[src/design/eps_pkg.sv]
`timescale 1ns / 1ps
// ----------------------------------------------------------------------------
// eps_pkg
// shared types, constants and the series coefficient rom for the ellipse
// perimeter block
// ----------------------------------------------------------------------------
package eps_pkg;

  // default number of series terms
  localparam int unsigned MaxTermsDefault = 100;

  // coefficient rom covers term indices 0 to 127
  localparam int unsigned RomDepth = 128;
  localparam int unsigned CoefIdxW = 7;

  // restoring divider, one quotient bit per cycle
  localparam int unsigned DivSteps = 32;
  localparam int unsigned StepW    = 5;

  // wide product accumulator
  localparam int unsigned AccW = 128;

  // 1.0 in q1.32 and round(pi * 2^32)
  localparam logic [32:0] One    = 33'h1_0000_0000;
  localparam logic [33:0] PiQ32  = 34'h3_243F_6A89;

  typedef enum logic [1:0] {
    MopRr,    // r * r
    MopCh,    // coefficient * power of h
    MopHh,    // power of h * h
    MopWide   // one 32 x 32 limb of a wide product
  } mul_op_e;

  typedef logic [32:0] coef_rom_t [RomDepth];

  // command group from the controller
  typedef struct packed {
    logic                load_in;
    logic                clear;
    logic                init_div;
    logic                div_step;
    logic                r_one;
    logic                mul_issue;
    mul_op_e             mul_op;
    logic [CoefIdxW-1:0] coef_idx;
    logic [1:0]          limb;
    logic                take_h;
    logic                take_term;
    logic                take_hp;
    logic                w_load1;
    logic                w_load2;
    logic                w_acc;
    logic                res_load;
  } eps_cmd_t;

  // status group back to the controller
  typedef struct packed {
    logic s_zero;
    logic d_eq_s;
    logic term_zero;
  } eps_stat_t;

  // shift-subtract quotient, only evaluated while the rom is built
  function automatic logic [63:0] rom_quotient(input logic [63:0] num,
                                               input logic [63:0] den);
    logic [63:0] quo;
    logic [64:0] rem;
    quo = '0;
    rem = '0;
    for (int i = 63; i >= 0; i--) begin
      rem = {rem[63:0], num[i]};
      if (rem >= {1'b0, den}) begin
        rem    = rem - {1'b0, den};
        quo[i] = 1'b1;
      end
    end
    return quo;
  endfunction

  // binomial(1/2, n)^2 built in q1.56, each entry kept as q1.32
  function automatic coef_rom_t coef_rom_build();
    coef_rom_t   rom;
    logic [63:0] c;
    logic [63:0] q;
    logic [63:0] m;
    c = 64'd1 << 56;
    for (int k = 0; k < RomDepth; k++) begin
      if (k > 0) begin
        m = 64'(2 * k);
        q = (k == 1) ? 64'd1 : 64'(2 * k - 3);
        c = rom_quotient(c * q, m);
        c = rom_quotient(c * q, m);
      end
      rom[k] = c[56:24];
    end
    return rom;
  endfunction

  localparam coef_rom_t CoefRom = coef_rom_build();

endpackage

[src/design/eps_ctrl.sv]
`timescale 1ns / 1ps
// ----------------------------------------------------------------------------
// eps_ctrl
// sequencer: division, series loop on the shared multiplier, final scaling
// ----------------------------------------------------------------------------
module eps_ctrl
  import eps_pkg::*;
#(
  parameter int unsigned MaxTerms = MaxTermsDefault
) (
  input  logic      clk_i,
  input  logic      rst_ni,
  input  logic      in_valid_i,
  output logic      in_ready_o,
  input  logic      out_ready_i,
  output logic      out_valid_o,
  input  eps_stat_t stat_i,
  output eps_cmd_t  cmd_o
);

  localparam int unsigned TermCntW = $clog2(MaxTerms + 1);

  localparam logic [3:0] StIdle   = 4'd0;
  localparam logic [3:0] StCheck  = 4'd1;
  localparam logic [3:0] StDiv    = 4'd2;
  localparam logic [3:0] StHMul   = 4'd3;
  localparam logic [3:0] StHTake  = 4'd4;
  localparam logic [3:0] StTMul   = 4'd5;
  localparam logic [3:0] StTAcc   = 4'd6;
  localparam logic [3:0] StHpTake = 4'd7;
  localparam logic [3:0] StFin    = 4'd8;
  localparam logic [3:0] StW1     = 4'd9;
  localparam logic [3:0] StWe1    = 4'd10;
  localparam logic [3:0] StWl2    = 4'd11;
  localparam logic [3:0] StW2     = 4'd12;
  localparam logic [3:0] StWe2    = 4'd13;
  localparam logic [3:0] StRes    = 4'd14;

  logic [3:0]          state_q, state_d;
  logic [StepW-1:0]    step_q, step_d;
  logic [TermCntW-1:0] term_q, term_d;
  logic [TermCntW-1:0] term_inc;
  logic                out_valid_q, out_valid_d;

  assign term_inc = term_q + TermCntW'(1);

  always_comb begin
    cmd_o       = '0;
    cmd_o.mul_op = MopRr;
    in_ready_o  = 1'b0;
    state_d     = state_q;
    step_d      = step_q;
    term_d      = term_q;
    case (state_q)
      StIdle: begin
        in_ready_o = 1'b1;
        if (in_valid_i) begin
          cmd_o.load_in = 1'b1;
          state_d       = StCheck;
        end
      end
      StCheck: begin
        if (stat_i.s_zero) begin
          cmd_o.clear = 1'b1;
          state_d     = StRes;
        end else if (stat_i.d_eq_s) begin
          cmd_o.r_one = 1'b1;
          state_d     = StHMul;
        end else begin
          cmd_o.init_div = 1'b1;
          step_d         = '0;
          state_d        = StDiv;
        end
      end
      StDiv: begin
        cmd_o.div_step = 1'b1;
        step_d         = step_q + StepW'(1);
        if (step_q == StepW'(DivSteps - 1)) begin
          state_d = StHMul;
        end
      end
      StHMul: begin
        cmd_o.mul_issue = 1'b1;
        cmd_o.mul_op    = MopRr;
        state_d         = StHTake;
      end
      StHTake: begin
        cmd_o.take_h = 1'b1;
        term_d       = '0;
        state_d      = StTMul;
      end
      StTMul: begin
        cmd_o.mul_issue = 1'b1;
        cmd_o.mul_op    = MopCh;
        cmd_o.coef_idx  = CoefIdxW'(term_q);
        state_d         = StTAcc;
      end
      StTAcc: begin
        cmd_o.take_term = 1'b1;
        if (stat_i.term_zero) begin
          state_d = StFin;
        end else begin
          cmd_o.mul_issue = 1'b1;
          cmd_o.mul_op    = MopHh;
          state_d         = StHpTake;
        end
      end
      StHpTake: begin
        cmd_o.take_hp = 1'b1;
        term_d        = term_inc;
        if (term_inc == TermCntW'(MaxTerms)) begin
          state_d = StFin;
        end else begin
          // next term uses the power that lands this cycle
          cmd_o.mul_issue = 1'b1;
          cmd_o.mul_op    = MopCh;
          cmd_o.coef_idx  = CoefIdxW'(term_inc);
          state_d         = StTAcc;
        end
      end
      StFin: begin
        cmd_o.w_load1 = 1'b1;
        step_d        = '0;
        state_d       = StW1;
      end
      StW1, StW2: begin
        cmd_o.mul_issue = 1'b1;
        cmd_o.mul_op    = MopWide;
        cmd_o.limb      = step_q[1:0];
        cmd_o.w_acc     = (step_q != '0);
        step_d          = step_q + StepW'(1);
        if (step_q == StepW'(3)) begin
          state_d = (state_q == StW1) ? StWe1 : StWe2;
        end
      end
      StWe1: begin
        cmd_o.w_acc = 1'b1;
        state_d     = StWl2;
      end
      StWl2: begin
        cmd_o.w_load2 = 1'b1;
        step_d        = '0;
        state_d       = StW2;
      end
      StWe2: begin
        cmd_o.w_acc = 1'b1;
        state_d     = StRes;
      end
      StRes: begin
        if (!out_valid_q || out_ready_i) begin
          cmd_o.res_load = 1'b1;
          state_d        = StIdle;
        end
      end
      default: begin
        state_d = StIdle;
      end
    endcase
  end

  assign out_valid_d = cmd_o.res_load | (out_valid_q & ~out_ready_i);
  assign out_valid_o = out_valid_q;

  always_ff @(posedge clk_i or negedge rst_ni) begin
    if (!rst_ni) begin
      state_q     <= StIdle;
      step_q      <= '0;
      term_q      <= '0;
      out_valid_q <= 1'b0;
    end else begin
      state_q     <= state_d;
      step_q      <= step_d;
      term_q      <= term_d;
      out_valid_q <= out_valid_d;
    end
  end

endmodule

[src/design/eps_datapath.sv]
`timescale 1ns / 1ps
// ----------------------------------------------------------------------------
// eps_datapath
// radius sum and difference, divider, shared multiplier, series sum and
// wide product accumulator
// ----------------------------------------------------------------------------
module eps_datapath
  import eps_pkg::*;
(
  input  logic        clk_i,
  input  logic        rst_ni,
  input  eps_cmd_t    cmd_i,
  output eps_stat_t   stat_o,
  input  logic [31:0] minor_axis_i,
  input  logic [31:0] major_axis_i,
  output logic [34:0] perimeter_o
);

  logic [32:0]     s_q, rem_q, r_q;
  logic [31:0]     d_q;
  logic [32:0]     ratio_h_q, hp_q;
  logic [39:0]     series_sum_q;
  logic [63:0]     prod_q, wa_q, wb_q;
  logic [32:0]     spec_q;
  logic            spec_v_q;
  logic [1:0]      pp_sh_q;
  logic [AccW-1:0] acc_q;
  logic [34:0]     perimeter_q;

  logic [32:0]     x, y, mq, hp_next, spec;
  logic            spec_v;
  logic [63:0]     prod_d;
  logic [33:0]     rem_sh;
  logic            rem_ge;
  logic [AccW-1:0] pp_ext;

  // q0.32 product result, with the exact cases where a factor is 1.0
  assign mq      = spec_v_q ? spec_q : {1'b0, prod_q[63:32]};
  assign hp_next = cmd_i.take_hp ? mq : hp_q;

  always_comb begin
    case (cmd_i.mul_op)
      MopRr: begin
        x = r_q;
        y = r_q;
      end
      MopCh: begin
        x = CoefRom[cmd_i.coef_idx];
        y = hp_next;
      end
      MopHh: begin
        x = hp_q;
        y = ratio_h_q;
      end
      MopWide: begin
        x = {1'b0, cmd_i.limb[1] ? wa_q[63:32] : wa_q[31:0]};
        y = {1'b0, cmd_i.limb[0] ? wb_q[63:32] : wb_q[31:0]};
      end
      default: begin
        x = '0;
        y = '0;
      end
    endcase
  end

  assign spec_v = (cmd_i.mul_op != MopWide) && (x[32] || y[32]);
  assign spec   = x[32] ? ((y[32] && (y[31:0] != 32'd0)) ? One : y) : x;
  assign prod_d = {32'd0, x[31:0]} * {32'd0, y[31:0]};

  // restoring division step
  assign rem_sh = {rem_q, 1'b0};
  assign rem_ge = (rem_sh >= {1'b0, s_q});

  always_comb begin
    case (pp_sh_q)
      2'd0:    pp_ext = {64'd0, prod_q};
      2'd1:    pp_ext = {32'd0, prod_q, 32'd0};
      2'd2:    pp_ext = {prod_q, 64'd0};
      default: pp_ext = '0;
    endcase
  end

  assign stat_o.s_zero    = (s_q == 33'd0);
  assign stat_o.d_eq_s    = ({1'b0, d_q} == s_q);
  assign stat_o.term_zero = (mq == 33'd0);
  assign perimeter_o      = perimeter_q;

  // series state
  always_ff @(posedge clk_i or negedge rst_ni) begin
    if (!rst_ni) begin
      ratio_h_q    <= '0;
      hp_q         <= '0;
      series_sum_q <= '0;
    end else begin
      if (cmd_i.clear) begin
        ratio_h_q    <= '0;
        hp_q         <= '0;
        series_sum_q <= '0;
      end else if (cmd_i.take_h) begin
        ratio_h_q    <= mq;
        hp_q         <= One;
        series_sum_q <= '0;
      end else begin
        hp_q <= hp_next;
        if (cmd_i.take_term) begin
          series_sum_q <= series_sum_q + 40'(mq);
        end
      end
    end
  end

  // working payload
  always_ff @(posedge clk_i) begin
    if (cmd_i.load_in) begin
      s_q <= {1'b0, minor_axis_i} + {1'b0, major_axis_i};
      d_q <= (major_axis_i > minor_axis_i) ? major_axis_i - minor_axis_i
                                           : minor_axis_i - major_axis_i;
    end
    if (cmd_i.init_div) begin
      rem_q <= {1'b0, d_q};
      r_q   <= '0;
    end else if (cmd_i.div_step) begin
      rem_q <= rem_ge ? 33'(rem_sh - {1'b0, s_q}) : rem_sh[32:0];
      r_q   <= {r_q[31:0], rem_ge};
    end else if (cmd_i.r_one) begin
      r_q <= One;
    end
    if (cmd_i.mul_issue) begin
      prod_q   <= prod_d;
      spec_q   <= spec;
      spec_v_q <= spec_v;
      pp_sh_q  <= {1'b0, cmd_i.limb[1]} + {1'b0, cmd_i.limb[0]};
    end
    if (cmd_i.w_load1) begin
      wa_q <= {31'd0, s_q};
      wb_q <= {24'd0, series_sum_q};
    end else if (cmd_i.w_load2) begin
      wa_q <= acc_q[79:16];
      wb_q <= {30'd0, PiQ32};
    end
    if (cmd_i.clear || cmd_i.w_load1 || cmd_i.w_load2) begin
      acc_q <= '0;
    end else if (cmd_i.w_acc) begin
      acc_q <= acc_q + pp_ext;
    end
    if (cmd_i.res_load) begin
      // saturate above 35 bits
      perimeter_q <= (|acc_q[111:83]) ? '1 : acc_q[82:48];
    end
  end

endmodule

[src/design/ellipse_perimeter_series_top.sv]
`timescale 1ns / 1ps
// ----------------------------------------------------------------------------
// ellipse_perimeter_series_top
// ellipse perimeter from two q16.16 semi-axes by the gauss-kummer series
// ----------------------------------------------------------------------------
// usage
//   slave side takes one request: minor and major semi-axis, unsigned q16.16
//   master side returns the perimeter, unsigned q19.16, one per request
//   one request is worked on at a time; s_axis_tready is high only when the
//   sequencer is idle
//   a request runs through the restoring divider for h, then the series
//   terms, at most MaxTerms of them, on the one shared 32 x 32 multiplier,
//   then the two limb-serial wide products
//   one radius zero skips the divider and sums all MaxTerms terms
//   both radii zero skips the divider and the series and gives 0
//   a finished result sits in the output register; the next request is
//   taken while it waits, and a stalled receiver holds back only the
//   following result
//   reset clears the sequencer, the output valid and the series state
// ----------------------------------------------------------------------------
module ellipse_perimeter_series_top
  import eps_pkg::*;
#(
  parameter int unsigned MaxTerms = MaxTermsDefault
) (
  input  logic        clk_i,
  input  logic        rst_ni,
  input  logic        s_axis_tvalid,
  output logic        s_axis_tready,
  input  logic [63:0] s_axis_tdata,   // minor_axis [31:0], major_axis [63:32]
  output logic        m_axis_tvalid,
  input  logic        m_axis_tready,
  output logic [39:0] m_axis_tdata    // perimeter [34:0], zero fill [39:35]
);

  eps_cmd_t    cmd;
  eps_stat_t   stat;
  logic [34:0] perimeter;

  // sequencer
  eps_ctrl #(
    .MaxTerms(MaxTerms)
  ) u_ctrl (
    .clk_i      (clk_i),
    .rst_ni     (rst_ni),
    .in_valid_i (s_axis_tvalid),
    .in_ready_o (s_axis_tready),
    .out_ready_i(m_axis_tready),
    .out_valid_o(m_axis_tvalid),
    .stat_i     (stat),
    .cmd_o      (cmd)
  );

  // arithmetic and output register
  eps_datapath u_dp (
    .clk_i       (clk_i),
    .rst_ni      (rst_ni),
    .cmd_i       (cmd),
    .stat_o      (stat),
    .minor_axis_i(s_axis_tdata[31:0]),
    .major_axis_i(s_axis_tdata[63:32]),
    .perimeter_o (perimeter)
  );

  assign m_axis_tdata = {5'd0, perimeter};

  // a multiplier result is consumed only in the cycle after it was issued
  assert property (@(posedge clk_i) disable iff (!rst_ni)
    (cmd.take_h || cmd.take_term || cmd.take_hp) |-> $past(cmd.mul_issue))
    else $error("multiplier result taken without a product in flight");

  // the output register is never overwritten while a result is still held
  assert property (@(posedge clk_i) disable iff (!rst_ni)
    cmd.res_load |-> (!m_axis_tvalid || m_axis_tready))
    else $error("pending result overwritten");

  // both radii zero gives a zero perimeter on the short path
  assert property (@(posedge clk_i) disable iff (!rst_ni)
    (s_axis_tvalid && s_axis_tready && (s_axis_tdata == 64'd0) && !m_axis_tvalid)
      |-> ##3 (m_axis_tvalid && (m_axis_tdata == 40'd0)))
    else $error("zero radii did not give a zero perimeter");

endmodule
[config.mk]
export PLATFORM = sky130hd
export DESIGN_NAME = ellipse_perimeter_series_top
export DESIGN_NICKNAME = d
export VERILOG_FILES = /design/src/design/eps_pkg.sv /design/src/design/eps_ctrl.sv /design/src/design/eps_datapath.sv /design/src/design/ellipse_perimeter_series_top.sv
export SDC_FILE = /design/constraint.sdc
export NUM_CORES = 2
export LEC_CHECK = 0
export ABC_AREA = 0
export BUFFER_PORTS_ARGS = -buffer_cell sky130_fd_sc_hd__buf_2
export CAP_MARGIN = 20
export CORE_UTILIZATION = 50
export CTS_CLUSTER_SIZE = 10
export DETAILED_ROUTE_END_ITERATION = 8
export PLACE_DENSITY = 0.68
export SLEW_MARGIN = 20
export SYNTH_ARGS = -nofsm -noshare
export SYNTH_HDL_FRONTEND = slang
export SYNTH_HIERARCHICAL = 1
export SYNTH_SLANG_ARGS = --single-unit
[constraint.sdc]
create_clock -name clk_i -period 10.8 [get_ports clk_i]
set_input_delay 3.24 -clock clk_i [delete_from_list [all_inputs] [get_ports clk_i]]
set_output_delay 3.24 -clock clk_i [all_outputs]
set_load 0.005 [all_outputs]
==> flow_summary.yaml <==
global_route:
  grt.overflow.total: 0
  antenna_found_initial: 17
  grt_busiest_layer: "met2"
  grt_pass1_vias: 70160
  gr-usage-met2_pct: 61.29
  grt_usage_pct: 41.19
  grt_use_met1_pct: 58.02
  grt_pass1_wl_um: 471000
  gr-usage-met3_pct: 8.972
  grt_start_max_net_pins: 79
cts:
  clock_latency_ns: 0.69
  h-tree-depth: 3
  cts_hold_buf: 0
  clockBufferDepth: 3
  path_clk_slew_ns: 0.06
  cts_root_buffer: "clkbuf_16"
  cts_tree: "yes"
  cts_buffers: 74
  clkSinkCount: 604
synthesis:
  yosysTopAreaCellShare_pct: 23.47
  synth_area_per_cell_sq_um: 8.620
  ys_seq_area_share_pct: 20.47
  synth_common_cells: "1171 x inv_1, 1045 x nor2_1, 945 x nand2_1, 902 x fa_1, 551 x ha_1"
  synth-edff-count: 304
  synth_cell_type_count: 104
  ys_ff_latch: 604
  ys.flop_type: "edfxtp_1"
  ys_async_sr_fraction_pct: 20.36
  yosysMostFrequentCell: "inv_1"
  yosys_warnings: 6
  synth_top_area_cell: "fa_1"
  synth.area.top_cells: "fa_1 23%, edfxtp_1 12%, ha_1 9.0%, inv_1 5.7%, nor2_1 5.1%"
  synthCells: 8924
  syn_area_sq_mm: 0.07693
sta:
  fin_crit_sh_pct: 101.1
  worst_pin_slew_ns: 1.085
  setup_ws_ns: -0.1216
  hold_viol_final: 0
  fmax_mhz: 91.56
  drv_slew: 0
  final.min_clock_period_ns: 10.92
  rsz0062_at_grt: "yes"
  skew_ns: 0.03256
  setup_viol: 2
  slew_headroom_pct: 25.80
setup_path:
  startpoint: "u_dp/spec_v_q$_DFFE_PP_"
  r2r_start: "u_dp/spec_v_q$_DFFE_PP_"
  cp.required_ns: 11.22
  crit_arrival_ns: 11.34
  cpMostUsedCell: "fa_1"
  path_max_fanout: 16
  end_kind: "flop"
  crit_end: "u_dp/prod_q[58]$_DFFE_PP_"
  cp-start-kind: "flop"
  r2r_slack_ns: -0.12
  critPathKind: "reg -> reg"
  reg2reg_to: "u_dp/prod_q[58]$_DFFE_PP_"
  ff2ff_path_depth: 44
  max_stage_delay_ns: 0.59
  worst_path_max_delay_cell: "fa_1"
min_path:
  min_path_type: "reg -> reg"
outcome:
  status: "complete, but fails checks"
  failed_checks: "negative setup slack"
die:
  dieArea_sq_mm: 0.1554
  coreArea_sq_mm: 0.1523
  ioPinCount: 110
  start_util_pct: 50.52
  die_h_um: 394.2
  rows: 143
  die_width_um: 394.2
layout:
  n_fill_cell: 13660
  ff_latch_area_sq_mm: 0.01575
  final_util_pct: 59.70
  multi_input_area_sq_mm: 0.05588
  nNetsFinal: 11180
  drive_above_1_share_pct: 16.62
  synthToLayoutAreaGrowth_pct: 18.17
route:
  drtIter0Drc: 8116
  drt-total-wl_um: 324100
  dr.pass1.iters: 9
  vias_per_cell: 6.068
  vias: 71330
  drc: 0
  postRouteAntennaNets: 0
  wl_per_cell_um: 27.57
placement:
  place.gp.congestion: 1.044
  io_buffers: 104
  dp_hpwl_um: 267500
flow_run:
  max_cap_violations: 0
==> sequential cells by signal, indices dropped and copies added, names as in the netlist, 2 cells and up <==
signal,flops
u_dp/wa_q,64
u_dp/hp_q,33
u_dp/pp_sh_q,2
u_dp/d_q,31
u_dp/rem_q,33
u_dp/wb_q,40
u_dp/series_sum_q,40
u_dp/s_q,33
u_dp/perimeter_o,35
u_dp/acc_q,112
u_dp/ratio_h_q,33
u_ctrl/state_q,4
u_ctrl/term_q,7
u_dp/spec_q,33
u_ctrl/step_q,5
u_dp/r_q,33
u_dp/prod_q,64
==> per-layer routing <==
layer / routed length (um) / vias to the layer above / share of wire (%)
met3: 35250 / 670 / 11
met2: 138400 / 3810 / 43
met4: 15660 / 18 / 4.8
li1: - / 31150 / -
met5: 138 / - / 0.043
met1: 134600 / 35680 / 42
==> kinds of logic (layout without fill, tap and decap cells) <==
kind of cell | after synthesis | count (layout) | synth area share, %
muxes | 329 | 329 | 4.442
xor gates and xnor gates | 306 | 306 | 3.484
AOI/OAI and AO/OA | 1794 | 1794 | 14.98
other | 1 | 11 | 0.004875
and+or+nand+nor | 2737 | 2737 | 15.71
buffers and inverters | 1699 | 2489 | 8.462
DFF | 604 | 604 | 20.47
adders and majority gates | 1454 | 1454 | 32.45
==> layout make-up <==
class,count,share of cell area (%)
timing repair buffer,1169,10.96
clock inverter,13,0.1996
inverter,1184,4.900
multi-input combinational,6625,61.47
clock buffer,123,2.329
antenna,6,0.01652
tap,2030,2.794
sequential,604,17.33
==> metrics by stage <==
stage / instances / setup TNS [ns] / setup slack, ns / hold WS (ns) / area, sq um
after CTS: 11730 / -0.07848 / -0.07224 / 0.4829 / 89930
after global routing: 11750 / -1.621 / -0.3886 / 0.5070 / 90890
final: 11750 / -0.1511 / -0.1216 / 0.4790 / 90910
after detailed placement: 11590 / -11.34 / -0.7841 / 0.4745 / 87300
after floorplan: 8928 / 0 / 0.008253 / 0.4384 / 76970
after global placement: 11590 / -10.78 / -0.7429 / 0.4640 / 87300
==> worst min path at each step <==
stage	slack, ns	cells past startpoint	from	endpoint
floorplan	0.44	2	u_dp/acc_q[80]$_SDFFE_PP0P_	u_dp/acc_q[80]$_SDFFE_PP0P_
global placement	0.46	2	u_dp/acc_q[99]$_SDFFE_PP0P_	u_dp/acc_q[99]$_SDFFE_PP0P_
detailed placement	0.47	2	u_dp/acc_q[100]$_SDFFE_PP0P_	u_dp/acc_q[100]$_SDFFE_PP0P_
CTS	0.48	2	u_dp/acc_q[100]$_SDFFE_PP0P_	u_dp/acc_q[100]$_SDFFE_PP0P_
global route	0.51	2	u_dp/acc_q[100]$_SDFFE_PP0P_	u_dp/acc_q[100]$_SDFFE_PP0P_
finish	0.48	2	u_dp/acc_q[100]$_SDFFE_PP0P_	u_dp/acc_q[100]$_SDFFE_PP0P_
==> critical path, delay by kind of cell (launching register included) <==
kind                     cells  cell delay (ns)
AO/OA/AOI/OAI               12             2.36
XOR/XNOR                     1             0.14
adder cells (fa/ha/maj)      9             4.26
buffers and inverters       11             1.74
flip-flops                   1             0.41
multiplexers                 1             0.22
AND/OR/NAND/NOR             10             1.50
==> cells in the final DEF, fill, tap and decap left out, types with 123 or more instances in the layout <==
master and instances:
a21o_1 166, xor2_1 127, xnor2_1 179, edfxtp_1 304, nor2_1 993, a21oi_1 507
o21ai_0 256, fa_1 893, dfxtp_1 177, nand2_1 939, inv_1 1169, mux2i_1 249
ha_1 534, dfrtp_1 123, buf_4 940
==> repair_timing <==
item,in CTS,in global routing
hold endpoints to repair,0,0
pin swaps,7,56
cloned,0,1
setup endpoints to repair,28,27
gates resized for setup,65,192
setup buffers,3,16
Power is left out: the tool's default activity adds up to more than one toggle a clock period on the data nets, which glitch-free logic cannot reach.
